`src/design/wtm_pkg.sv`:
```
// ----------------------------------------------------------------------------
// wtm_pkg
// Shared constants, controller states and the control/status bundles of the
// windowed throughput meter.
// ----------------------------------------------------------------------------
`default_nettype none

package wtm_pkg;

  localparam int WINDOW_SLICES     = 30;
  localparam int SLICES_PER_SECOND = 10;

  localparam int BYTES_W = 16;
  localparam int SLICE_W = 32;
  localparam int TOTAL_W = 37;
  localparam int RATE_W  = 36;
  localparam int FILL_W  = 5;

  localparam int IDX_W = $clog2(WINDOW_SLICES);
  localparam int CNT_W = $clog2(WINDOW_SLICES + 1);
  localparam int SUM_W = CNT_W + 1;
  localparam int DVD_W = TOTAL_W + $clog2(SLICES_PER_SECOND + 1);

  localparam int DIV_STEPS = DVD_W;
  localparam int STEP_W    = $clog2(DIV_STEPS);

  localparam int IN_DATA_W  = 2 * BYTES_W;
  localparam int OUT_BITS   = 2 * RATE_W + FILL_W;
  localparam int OUT_DATA_W = ((OUT_BITS + 7) / 8) * 8;

  typedef enum logic [2:0] {
    ST_IDLE,
    ST_READ,
    ST_UPDATE,
    ST_DIV_INIT,
    ST_DIV,
    ST_DONE
  } wtm_state_t;

  typedef struct packed {
    logic take_plain;
    logic take_clear;
    logic take_tick;
    logic update;
    logic div_init;
    logic div_step;
    logic finish;
  } wtm_cmd_t;

  typedef struct packed {
    logic out_free;
  } wtm_status_t;

endpackage

`default_nettype wire

```
`src/design/wtm_ctrl.sv`:
```
// ----------------------------------------------------------------------------
// wtm_ctrl
// Sequencer: takes beats, runs the slice-close update and the rate division.
// ----------------------------------------------------------------------------
`default_nettype none

module wtm_ctrl
  import wtm_pkg::*;
(
  input  logic        clk,
  input  logic        rst_n,
  input  logic        in_tvalid,
  input  logic        in_tlast,
  input  logic        in_tuser,
  output logic        in_tready,
  input  wtm_status_t status,
  output wtm_cmd_t    cmd
);

  wtm_state_t        state_r, state_nxt;
  logic [STEP_W-1:0] step_r, step_nxt;
  logic              accept;

  assign accept = (state_r == ST_IDLE) && in_tvalid && status.out_free;

  always_ff @(posedge clk) begin
    if (!rst_n) begin
      state_r <= ST_IDLE;
      step_r  <= '0;
    end else begin
      state_r <= state_nxt;
      step_r  <= step_nxt;
    end
  end

  always_comb begin
    state_nxt = state_r;
    step_nxt  = step_r;
    unique case (state_r)
      ST_IDLE: begin
        if (accept && !in_tuser && in_tlast) begin
          state_nxt = ST_READ;
        end
      end
      ST_READ:   state_nxt = ST_UPDATE;
      ST_UPDATE: state_nxt = ST_DIV_INIT;
      ST_DIV_INIT: begin
        step_nxt  = '0;
        state_nxt = ST_DIV;
      end
      ST_DIV: begin
        step_nxt = step_r + STEP_W'(1);
        if (step_r == STEP_W'(DIV_STEPS - 1)) begin
          state_nxt = ST_DONE;
        end
      end
      ST_DONE: begin
        if (status.out_free) begin
          state_nxt = ST_IDLE;
        end
      end
      default: state_nxt = ST_IDLE;
    endcase
  end

  always_comb begin
    cmd       = '0;
    in_tready = 1'b0;
    unique case (state_r)
      ST_IDLE: begin
        in_tready      = status.out_free;
        cmd.take_plain = accept && !in_tuser && !in_tlast;
        cmd.take_clear = accept && in_tuser;
        cmd.take_tick  = accept && !in_tuser && in_tlast;
      end
      ST_READ:     ;
      ST_UPDATE:   cmd.update   = 1'b1;
      ST_DIV_INIT: cmd.div_init = 1'b1;
      ST_DIV:      cmd.div_step = 1'b1;
      ST_DONE:     cmd.finish   = status.out_free;
      default:     ;
    endcase
  end

endmodule

`default_nettype wire

```
`src/design/wtm_dp.sv`:
```
// ----------------------------------------------------------------------------
// wtm_dp
// Slice accumulators, slice rings, window totals, shared-sequence divider and
// the output register.
// ----------------------------------------------------------------------------
`default_nettype none

module wtm_dp
  import wtm_pkg::*;
(
  input  logic                  clk,
  input  logic                  rst_n,
  input  wtm_cmd_t              cmd,
  input  logic [IN_DATA_W-1:0]  in_tdata,
  input  logic                  out_tready,
  output wtm_status_t           status,
  output logic                  out_tvalid,
  output logic [OUT_DATA_W-1:0] out_tdata
);

  // ring storage
  logic [SLICE_W-1:0]       rx_ring [WINDOW_SLICES];
  logic [SLICE_W-1:0]       tx_ring [WINDOW_SLICES];
  logic [WINDOW_SLICES-1:0] vld_r, vld_nxt;
  logic [SLICE_W-1:0]       rd_rx_r, rd_tx_r;
  logic                     rd_vld_r;

  logic [IDX_W-1:0]   oldest_r, oldest_nxt;
  logic [CNT_W-1:0]   count_r, count_nxt;
  logic [TOTAL_W-1:0] rx_total_r, rx_total_nxt, tx_total_r, tx_total_nxt;
  logic [SLICE_W-1:0] rx_cur_r, rx_cur_nxt, tx_cur_r, tx_cur_nxt;
  logic [BYTES_W-1:0] rx_byte_r, tx_byte_r;

  logic [DVD_W-1:0]  rx_dvd_r, rx_dvd_nxt, tx_dvd_r, tx_dvd_nxt;
  logic [CNT_W-1:0]  rx_rem_r, rx_rem_nxt, tx_rem_r, tx_rem_nxt;
  logic [CNT_W:0]    rx_trial, tx_trial;
  logic              rx_ge, tx_ge;

  logic [RATE_W-1:0] rx_rate_r, rx_rate_nxt, tx_rate_r, tx_rate_nxt;

  logic              out_vld_r, out_vld_nxt;
  logic [RATE_W-1:0] out_rx_r, out_rx_nxt, out_tx_r, out_tx_nxt;
  logic [FILL_W-1:0] out_fill_r, out_fill_nxt;

  logic               evict;
  logic [SUM_W-1:0]   wr_sum;
  logic [IDX_W-1:0]   wr_idx;
  logic [SLICE_W-1:0] rx_sub, tx_sub;
  logic [SLICE_W:0]   rx_sat_sum, tx_sat_sum;

  assign status.out_free = !out_vld_r || out_tready;

  assign evict  = (count_r == CNT_W'(WINDOW_SLICES));
  assign wr_sum = SUM_W'(oldest_r) + SUM_W'(count_r);
  assign wr_idx = evict ? oldest_r :
                  (wr_sum >= SUM_W'(WINDOW_SLICES)) ?
                  IDX_W'(wr_sum - SUM_W'(WINDOW_SLICES)) : IDX_W'(wr_sum);
  assign rx_sub = (evict && rd_vld_r) ? rd_rx_r : '0;
  assign tx_sub = (evict && rd_vld_r) ? rd_tx_r : '0;

  assign rx_sat_sum = {1'b0, rx_cur_r} + (SLICE_W + 1)'(in_tdata[BYTES_W-1:0]);
  assign tx_sat_sum = {1'b0, tx_cur_r} + (SLICE_W + 1)'(in_tdata[2*BYTES_W-1:BYTES_W]);

  assign rx_trial = {rx_rem_r, rx_dvd_r[DVD_W-1]};
  assign tx_trial = {tx_rem_r, tx_dvd_r[DVD_W-1]};
  assign rx_ge    = rx_trial >= {1'b0, count_r};
  assign tx_ge    = tx_trial >= {1'b0, count_r};

  // window state
  always_comb begin
    vld_nxt      = vld_r;
    oldest_nxt   = oldest_r;
    count_nxt    = count_r;
    rx_total_nxt = rx_total_r;
    tx_total_nxt = tx_total_r;
    rx_cur_nxt   = rx_cur_r;
    tx_cur_nxt   = tx_cur_r;
    if (cmd.take_clear) begin
      vld_nxt      = '0;
      oldest_nxt   = '0;
      count_nxt    = CNT_W'(1);
      rx_total_nxt = '0;
      tx_total_nxt = '0;
      rx_cur_nxt   = '0;
      tx_cur_nxt   = '0;
    end else if (cmd.take_plain) begin
      rx_cur_nxt = rx_sat_sum[SLICE_W] ? '1 : rx_sat_sum[SLICE_W-1:0];
      tx_cur_nxt = tx_sat_sum[SLICE_W] ? '1 : tx_sat_sum[SLICE_W-1:0];
    end else if (cmd.update) begin
      vld_nxt[wr_idx] = 1'b1;
      rx_total_nxt    = rx_total_r + TOTAL_W'(rx_cur_r) - TOTAL_W'(rx_sub);
      tx_total_nxt    = tx_total_r + TOTAL_W'(tx_cur_r) - TOTAL_W'(tx_sub);
      rx_cur_nxt      = SLICE_W'(rx_byte_r);
      tx_cur_nxt      = SLICE_W'(tx_byte_r);
      if (evict) begin
        oldest_nxt = (oldest_r == IDX_W'(WINDOW_SLICES - 1)) ? '0 : oldest_r + IDX_W'(1);
      end else begin
        count_nxt = count_r + CNT_W'(1);
      end
    end
  end

  // divider, cached rates, output register
  always_comb begin
    rx_dvd_nxt   = rx_dvd_r;
    tx_dvd_nxt   = tx_dvd_r;
    rx_rem_nxt   = rx_rem_r;
    tx_rem_nxt   = tx_rem_r;
    rx_rate_nxt  = rx_rate_r;
    tx_rate_nxt  = tx_rate_r;
    out_vld_nxt  = out_vld_r && !out_tready;
    out_rx_nxt   = out_rx_r;
    out_tx_nxt   = out_tx_r;
    out_fill_nxt = out_fill_r;
    if (cmd.div_init) begin
      rx_dvd_nxt = DVD_W'(rx_total_r) * DVD_W'(SLICES_PER_SECOND);
      tx_dvd_nxt = DVD_W'(tx_total_r) * DVD_W'(SLICES_PER_SECOND);
      rx_rem_nxt = '0;
      tx_rem_nxt = '0;
    end else if (cmd.div_step) begin
      rx_dvd_nxt = {rx_dvd_r[DVD_W-2:0], rx_ge};
      tx_dvd_nxt = {tx_dvd_r[DVD_W-2:0], tx_ge};
      rx_rem_nxt = CNT_W'(rx_ge ? rx_trial - {1'b0, count_r} : rx_trial);
      tx_rem_nxt = CNT_W'(tx_ge ? tx_trial - {1'b0, count_r} : tx_trial);
    end
    if (cmd.take_clear) begin
      rx_rate_nxt  = '0;
      tx_rate_nxt  = '0;
      out_vld_nxt  = 1'b1;
      out_rx_nxt   = '0;
      out_tx_nxt   = '0;
      out_fill_nxt = FILL_W'(1);
    end else if (cmd.take_plain) begin
      out_vld_nxt  = 1'b1;
      out_rx_nxt   = rx_rate_r;
      out_tx_nxt   = tx_rate_r;
      out_fill_nxt = FILL_W'(count_r);
    end else if (cmd.finish) begin
      rx_rate_nxt  = RATE_W'(rx_dvd_r);
      tx_rate_nxt  = RATE_W'(tx_dvd_r);
      out_vld_nxt  = 1'b1;
      out_rx_nxt   = RATE_W'(rx_dvd_r);
      out_tx_nxt   = RATE_W'(tx_dvd_r);
      out_fill_nxt = FILL_W'(count_r);
    end
  end

  always_ff @(posedge clk) begin
    if (!rst_n) begin
      vld_r      <= '0;
      oldest_r   <= '0;
      count_r    <= CNT_W'(1);
      rx_total_r <= '0;
      tx_total_r <= '0;
      rx_cur_r   <= '0;
      tx_cur_r   <= '0;
      rx_rate_r  <= '0;
      tx_rate_r  <= '0;
      out_vld_r  <= 1'b0;
    end else begin
      vld_r      <= vld_nxt;
      oldest_r   <= oldest_nxt;
      count_r    <= count_nxt;
      rx_total_r <= rx_total_nxt;
      tx_total_r <= tx_total_nxt;
      rx_cur_r   <= rx_cur_nxt;
      tx_cur_r   <= tx_cur_nxt;
      rx_rate_r  <= rx_rate_nxt;
      tx_rate_r  <= tx_rate_nxt;
      out_vld_r  <= out_vld_nxt;
    end
  end

  always_ff @(posedge clk) begin
    rx_dvd_r   <= rx_dvd_nxt;
    tx_dvd_r   <= tx_dvd_nxt;
    rx_rem_r   <= rx_rem_nxt;
    tx_rem_r   <= tx_rem_nxt;
    out_rx_r   <= out_rx_nxt;
    out_tx_r   <= out_tx_nxt;
    out_fill_r <= out_fill_nxt;
    if (cmd.take_tick) begin
      rx_byte_r <= in_tdata[BYTES_W-1:0];
      tx_byte_r <= in_tdata[2*BYTES_W-1:BYTES_W];
    end
  end

  // slice rings: one write port, registered read at the oldest slot
  always_ff @(posedge clk) begin
    if (cmd.update) begin
      rx_ring[wr_idx] <= rx_cur_r;
      tx_ring[wr_idx] <= tx_cur_r;
    end
    rd_rx_r  <= rx_ring[oldest_r];
    rd_tx_r  <= tx_ring[oldest_r];
    rd_vld_r <= vld_r[oldest_r];
  end

  assign out_tvalid = out_vld_r;
  assign out_tdata  = OUT_DATA_W'({out_fill_r, out_tx_r, out_rx_r});

  a_count_range: assert property (@(posedge clk) disable iff (!rst_n)
    count_r != '0 && count_r <= CNT_W'(WINDOW_SLICES))
    else $error("slice count out of range");

  a_oldest_range: assert property (@(posedge clk) disable iff (!rst_n)
    oldest_r < IDX_W'(WINDOW_SLICES))
    else $error("oldest slot out of range");

  a_no_wrap_before_full: assert property (@(posedge clk) disable iff (!rst_n)
    !evict |-> oldest_r == '0)
    else $error("ring advanced before window filled");

  a_clear_restores: assert property (@(posedge clk) disable iff (!rst_n)
    cmd.take_clear |=> (count_r == CNT_W'(1) && rx_total_r == '0 && tx_total_r == '0))
    else $error("clear did not restore window");

endmodule

`default_nettype wire

```
`src/design/windowed_throughput_meter_top.sv`:
```
// ----------------------------------------------------------------------------
// windowed_throughput_meter_top
// Sliding-window receive/transmit throughput meter over closed time slices.
//
// Input beat:  in_tdata = received_bytes, sent_bytes; in_tlast = slice_end
//              (closes the current slice before the bytes count);
//              in_tuser = clear_all (back to one zero slice, rest ignored).
// Output beat: one per input beat, rate = window total * 10 / filled slices
//              for each direction, plus the fill count.
// Sequencing: a plain or clear beat is taken in IDLE and its result is valid
//   the next cycle. A slice-end beat holds the input through accept, ring
//   read, window update, divider load, 41 one-bit restoring division steps
//   (both directions in parallel) and the result load, which waits for a free
//   output register; no beat is taken until its result is loaded.
// Rates are held between slice ends, so plain beats reuse the last quotient.
// A stalled receiver holds the output register; a new beat is still taken
// while the held result is being taken in the same cycle.
// Reset (rst_n low, synchronous) gives an empty window of one zero slice,
// zero rates and no pending output.
// ----------------------------------------------------------------------------
`default_nettype none

module windowed_throughput_meter_top
  import wtm_pkg::*;
(
  input  wire logic                  clk,
  input  wire logic                  rst_n,
  input  wire logic                  in_tvalid,
  output logic                       in_tready,
  input  wire logic [IN_DATA_W-1:0]  in_tdata,   // received_bytes, sent_bytes
  input  wire logic                  in_tlast,   // slice_end
  input  wire logic                  in_tuser,   // clear_all
  output logic                       out_tvalid,
  input  wire logic                  out_tready,
  output logic [OUT_DATA_W-1:0]      out_tdata   // download_rate, upload_rate, window_fill
);

  wtm_cmd_t    cmd;
  wtm_status_t status;

  wtm_ctrl u_ctrl (
    .clk       (clk),
    .rst_n     (rst_n),
    .in_tvalid (in_tvalid),
    .in_tlast  (in_tlast),
    .in_tuser  (in_tuser),
    .in_tready (in_tready),
    .status    (status),
    .cmd       (cmd)
  );

  wtm_dp u_dp (
    .clk        (clk),
    .rst_n      (rst_n),
    .cmd        (cmd),
    .in_tdata   (in_tdata),
    .out_tready (out_tready),
    .status     (status),
    .out_tvalid (out_tvalid),
    .out_tdata  (out_tdata)
  );

endmodule

`default_nettype wire

```
`config.mk`:
```
export PLATFORM = sky130hd
export DESIGN_NAME = windowed_throughput_meter_top
export DESIGN_NICKNAME = d
export VERILOG_FILES = /design/src/design/wtm_pkg.sv /design/src/design/wtm_ctrl.sv /design/src/design/wtm_dp.sv /design/src/design/windowed_throughput_meter_top.sv
export SDC_FILE = /design/constraint.sdc
export NUM_CORES = 2
export LEC_CHECK = 0
export BUFFER_PORTS_ARGS = -buffer_cell sky130_fd_sc_hd__buf_2
export CORE_MARGIN = 8
export CORE_UTILIZATION = 65
export CTS_BUF_LIST = sky130_fd_sc_hd__clkbuf_8
export CTS_CLUSTER_DIAMETER = 100
export DETAILED_ROUTE_END_ITERATION = 6
export PLACE_DENSITY = 0.82
export SLEW_MARGIN = 20
export SYNTH_ARGS = -nofsm -noshare
export SYNTH_HDL_FRONTEND = slang
export SYNTH_SLANG_ARGS = --single-unit
```
`constraint.sdc`:
```
create_clock -name clk -period 12.5 [get_ports clk]
set_input_delay 0.625 -clock clk [delete_from_list [all_inputs] [get_ports clk]]
set_output_delay 0.625 -clock clk [all_outputs]
set_load 0.01 [all_outputs]
```
==> run metrics <==
CTS root buf clkbuf_8; Flop pwr share 53.2%; Post-synth top cells edfxtp_1, mux4_2, nand2_1; min setup slack post-route around 6.8 ns; dpl cell area 0.108 mm^2; CP endpoint kind register; Max VDD drop roughly 120 uV; Final Hold Fails 0; total CTS buffers 384; leakage 39.8 nW; share of layout cells above drive strength 1 approximately a fifth; Hold Path Stages 4; Remaining Overflow, GRT 0; TritonRoute pass-1 iters 6; setup slack at placement 6.90 ns; synth unique cells 85; initial antenna violation count 20; Syn Inst Count 6,519; row cnt 147; max_cap viols 0; Core ar. ~0.16 mm^2; Clk pwr share 37.5%; post-synth top area share around three fifths; IO Pins 120; Via density 6.61; final setup skew slightly above 0.1 ns; Total GRT Usage about 28%; Seq/Total Area, Yosys 66.4%; Sw Share between 20 and 25%; Reg2Reg Depth 12; min cycle time layout approximately 5.7 ns; Buffers on Ports ~120; busiest grt layer met2; initial DRC count between 8,000 and 9,000; Layout area overhead 10.2%; placed cell count roughly 8,500; NetSw slightly above 4 mW; Internal around 13 mW; Yosys top cell by area edfxtp_1; most area-consuming cells after synthesis edfxtp_1, mux4_2, dfxtp_1; postcts setup bufs 0; Post-synth EDFFs roughly 2,000; GR Util met3 under 10%; Power per Cell Area around 150 mW/mm^2; Die ar. around 0.17 mm^2; DP Wirelength around 160,000 um; CTS tree done; Routed Antenna Nets 0; met2 Resource Use GR between 40 and 50%; Setup Viol. Count Final 0; fmax between 150 and 200 MHz; Async SR Flop Fraction 0%; Syn Std Cell Area between 0.1 and 0.15 mm^2; final setup TNS 0 ns; Tcrit/Tclk final between 40% and 50%; WS Path Type reg2reg; largest net degree at the start of global routing 170; Slew Limit Headroom roughly 21%; routed len/inst between 20 and 30 um; critical path startpoint category register; Final #Nets just over 7,000; CP Data Required Time between 10 and 15 ns; Tightest Pin Transition approximately 1.2 ns; Main synth FF type edfxtp_1; first-pass GRT wire length 376,000 um; CTS clk-pin slew, worst paths about 0.06 ns; unrepaired setup endpoints after global routing no; final core area utilization 71.9%; total detailed-routing wirelength 250,000 um; count leader, synth edfxtp_1; met1 GRT Util 40.9%; Max Slew Vio Count 0; Clock Path Buffers 4; vias in the first global route just over 60,000; Yosys warning total 0; via count between 60,000 and 70,000; residual DRC count 0; Skew-Pair Late Insertion Delay 1.07 ns; Final Non-Filler Cells a little over 9,000; htree depth 5; Sink Count approximately 2,400; Comb power frac a little under a tenth; Die Span X ~420 um; Post-Layout Inst Area 0.115 mm^2; Starting Density approximately two thirds; Hold Path Class in2reg; Total Power between 15 and 20 mW; Seq cells post-synth 2,446; Critical Path AT between 6 and 7 ns; routability cong. roughly 0.90; crit-path max FO 33; Syn Area/Cell 16.0 um^2; Die Span Y between 400 and 500 um; status complete, no violations; WHS around 0.16 ns
-- critical path: stages, from the launching register on --
cell and delay (ns):
dfxtp_4 0.77, ha_1 0.31, inv_1 0.06, fa_1 0.40
xor2_1 0.28, nor2_1 0.14, and4_1 0.26, or2_1 0.25
o21ai_1 0.17, mux2_2 0.23, nand3_1 0.68, nor2_4 1.15
buf_4 0.58
-- final cells by class --
class,count,area [um^2]
Antenna cell,7,17.5
Timing Repair Buffer,259,1880
Inverter,321,1210
Multi-Input combinational cell,3428,33000
Fill cell,9289,44900
Clock buffer,411,5660
Clock inverter,267,1410
Tap cell,2086,2610
Sequential cell,2446,69400
-- cell usage in the layout, fill, tap and decap left out, drive strengths merged, types with 19 or more instances in the layout --
cell and instances:
a211oi 41, a21o 103, a21oi 304, a22o 36
a31oi 103, and2 20, and3 87, buf 226
clkbuf 411, clkinv 129, dfxtp 414, dlygate4sd3 33
edfxtp 2032, fa 71, ha 268, inv 443
mux2 129, mux4 583, nand2 583, nand2b 28
nand3 60, nand4 40, nor2 219, nor2b 31
nor3 65, o211ai 19, o21a 38, o21ai 203
o21bai 25, o31ai 22, xnor2 82, xor2 71
-- final timing paths --
path | startpoint | endpoint | slack (ns)
worst max-delay path | u_dp.oldest_r[0] | u_dp.tx_ring[27][8] | 6.84
worst min-delay path | out_tready | u_dp.out_tvalid | 0.16
worst max register to register | u_dp.oldest_r[0] | u_dp.tx_ring[27][8] | 6.84
worst min register to register | u_dp.rx_rate_r[17] | u_dp.rx_rate_r[17] | 0.45
-- sequential cells by signal, summed over array words and instances (netlist names), 36 cells and up --
signal,count
u_dp.rx_rate_r,36
u_dp.tx_ring,960
u_dp.out_rx_r,36
u_dp.rx_dvd_r,41
u_dp.rx_ring,960
u_dp.tx_rate_r,36
u_dp.tx_dvd_r,41
u_dp.rx_total_r,37
u_dp.tx_total_r,37
u_dp.out_tx_r,36
-- layer usage --
layer  vias to the layer above  share of wire (%)
li1                      26000                  -
met3                       501                 11
met2                      3919                 47
met5                         -              0.016
met4                         6                2.4
met1                     30500                 39
-- power by group through the flow --
| stage | clock network [mW] | logic, mW | registers, mW |
|---|---|---|---|
| floorplan | 0 | 1.15 | 9.09 |
| global placement | 0 | 1.48 | 9.09 |
| detailed placement | 0 | 1.51 | 9.09 |
| CTS | 6.36 | 1.53 | 8.92 |
| global route | 6.71 | 1.72 | 8.93 |
| finish | 6.29 | 1.56 | 8.92 |
-- kinds of logic after synthesis --
family / share of synthesized area [%]
flops: 66.4
buf+inv: 2.36
compound gates: 6.21
mux: 14.1
simple gates: 5.12
xor+xnor: 1.29
fa+ha+maj: 4.57
other cells: 0.00359
-- repair_timing --
item | 4_1_cts | 5_1_grt
gates resized for setup | 0 | 0
endpoints found under the hold margin | 42 | 0
hold buffers | 33 | 0
Power figures use the tool's default switching activity.
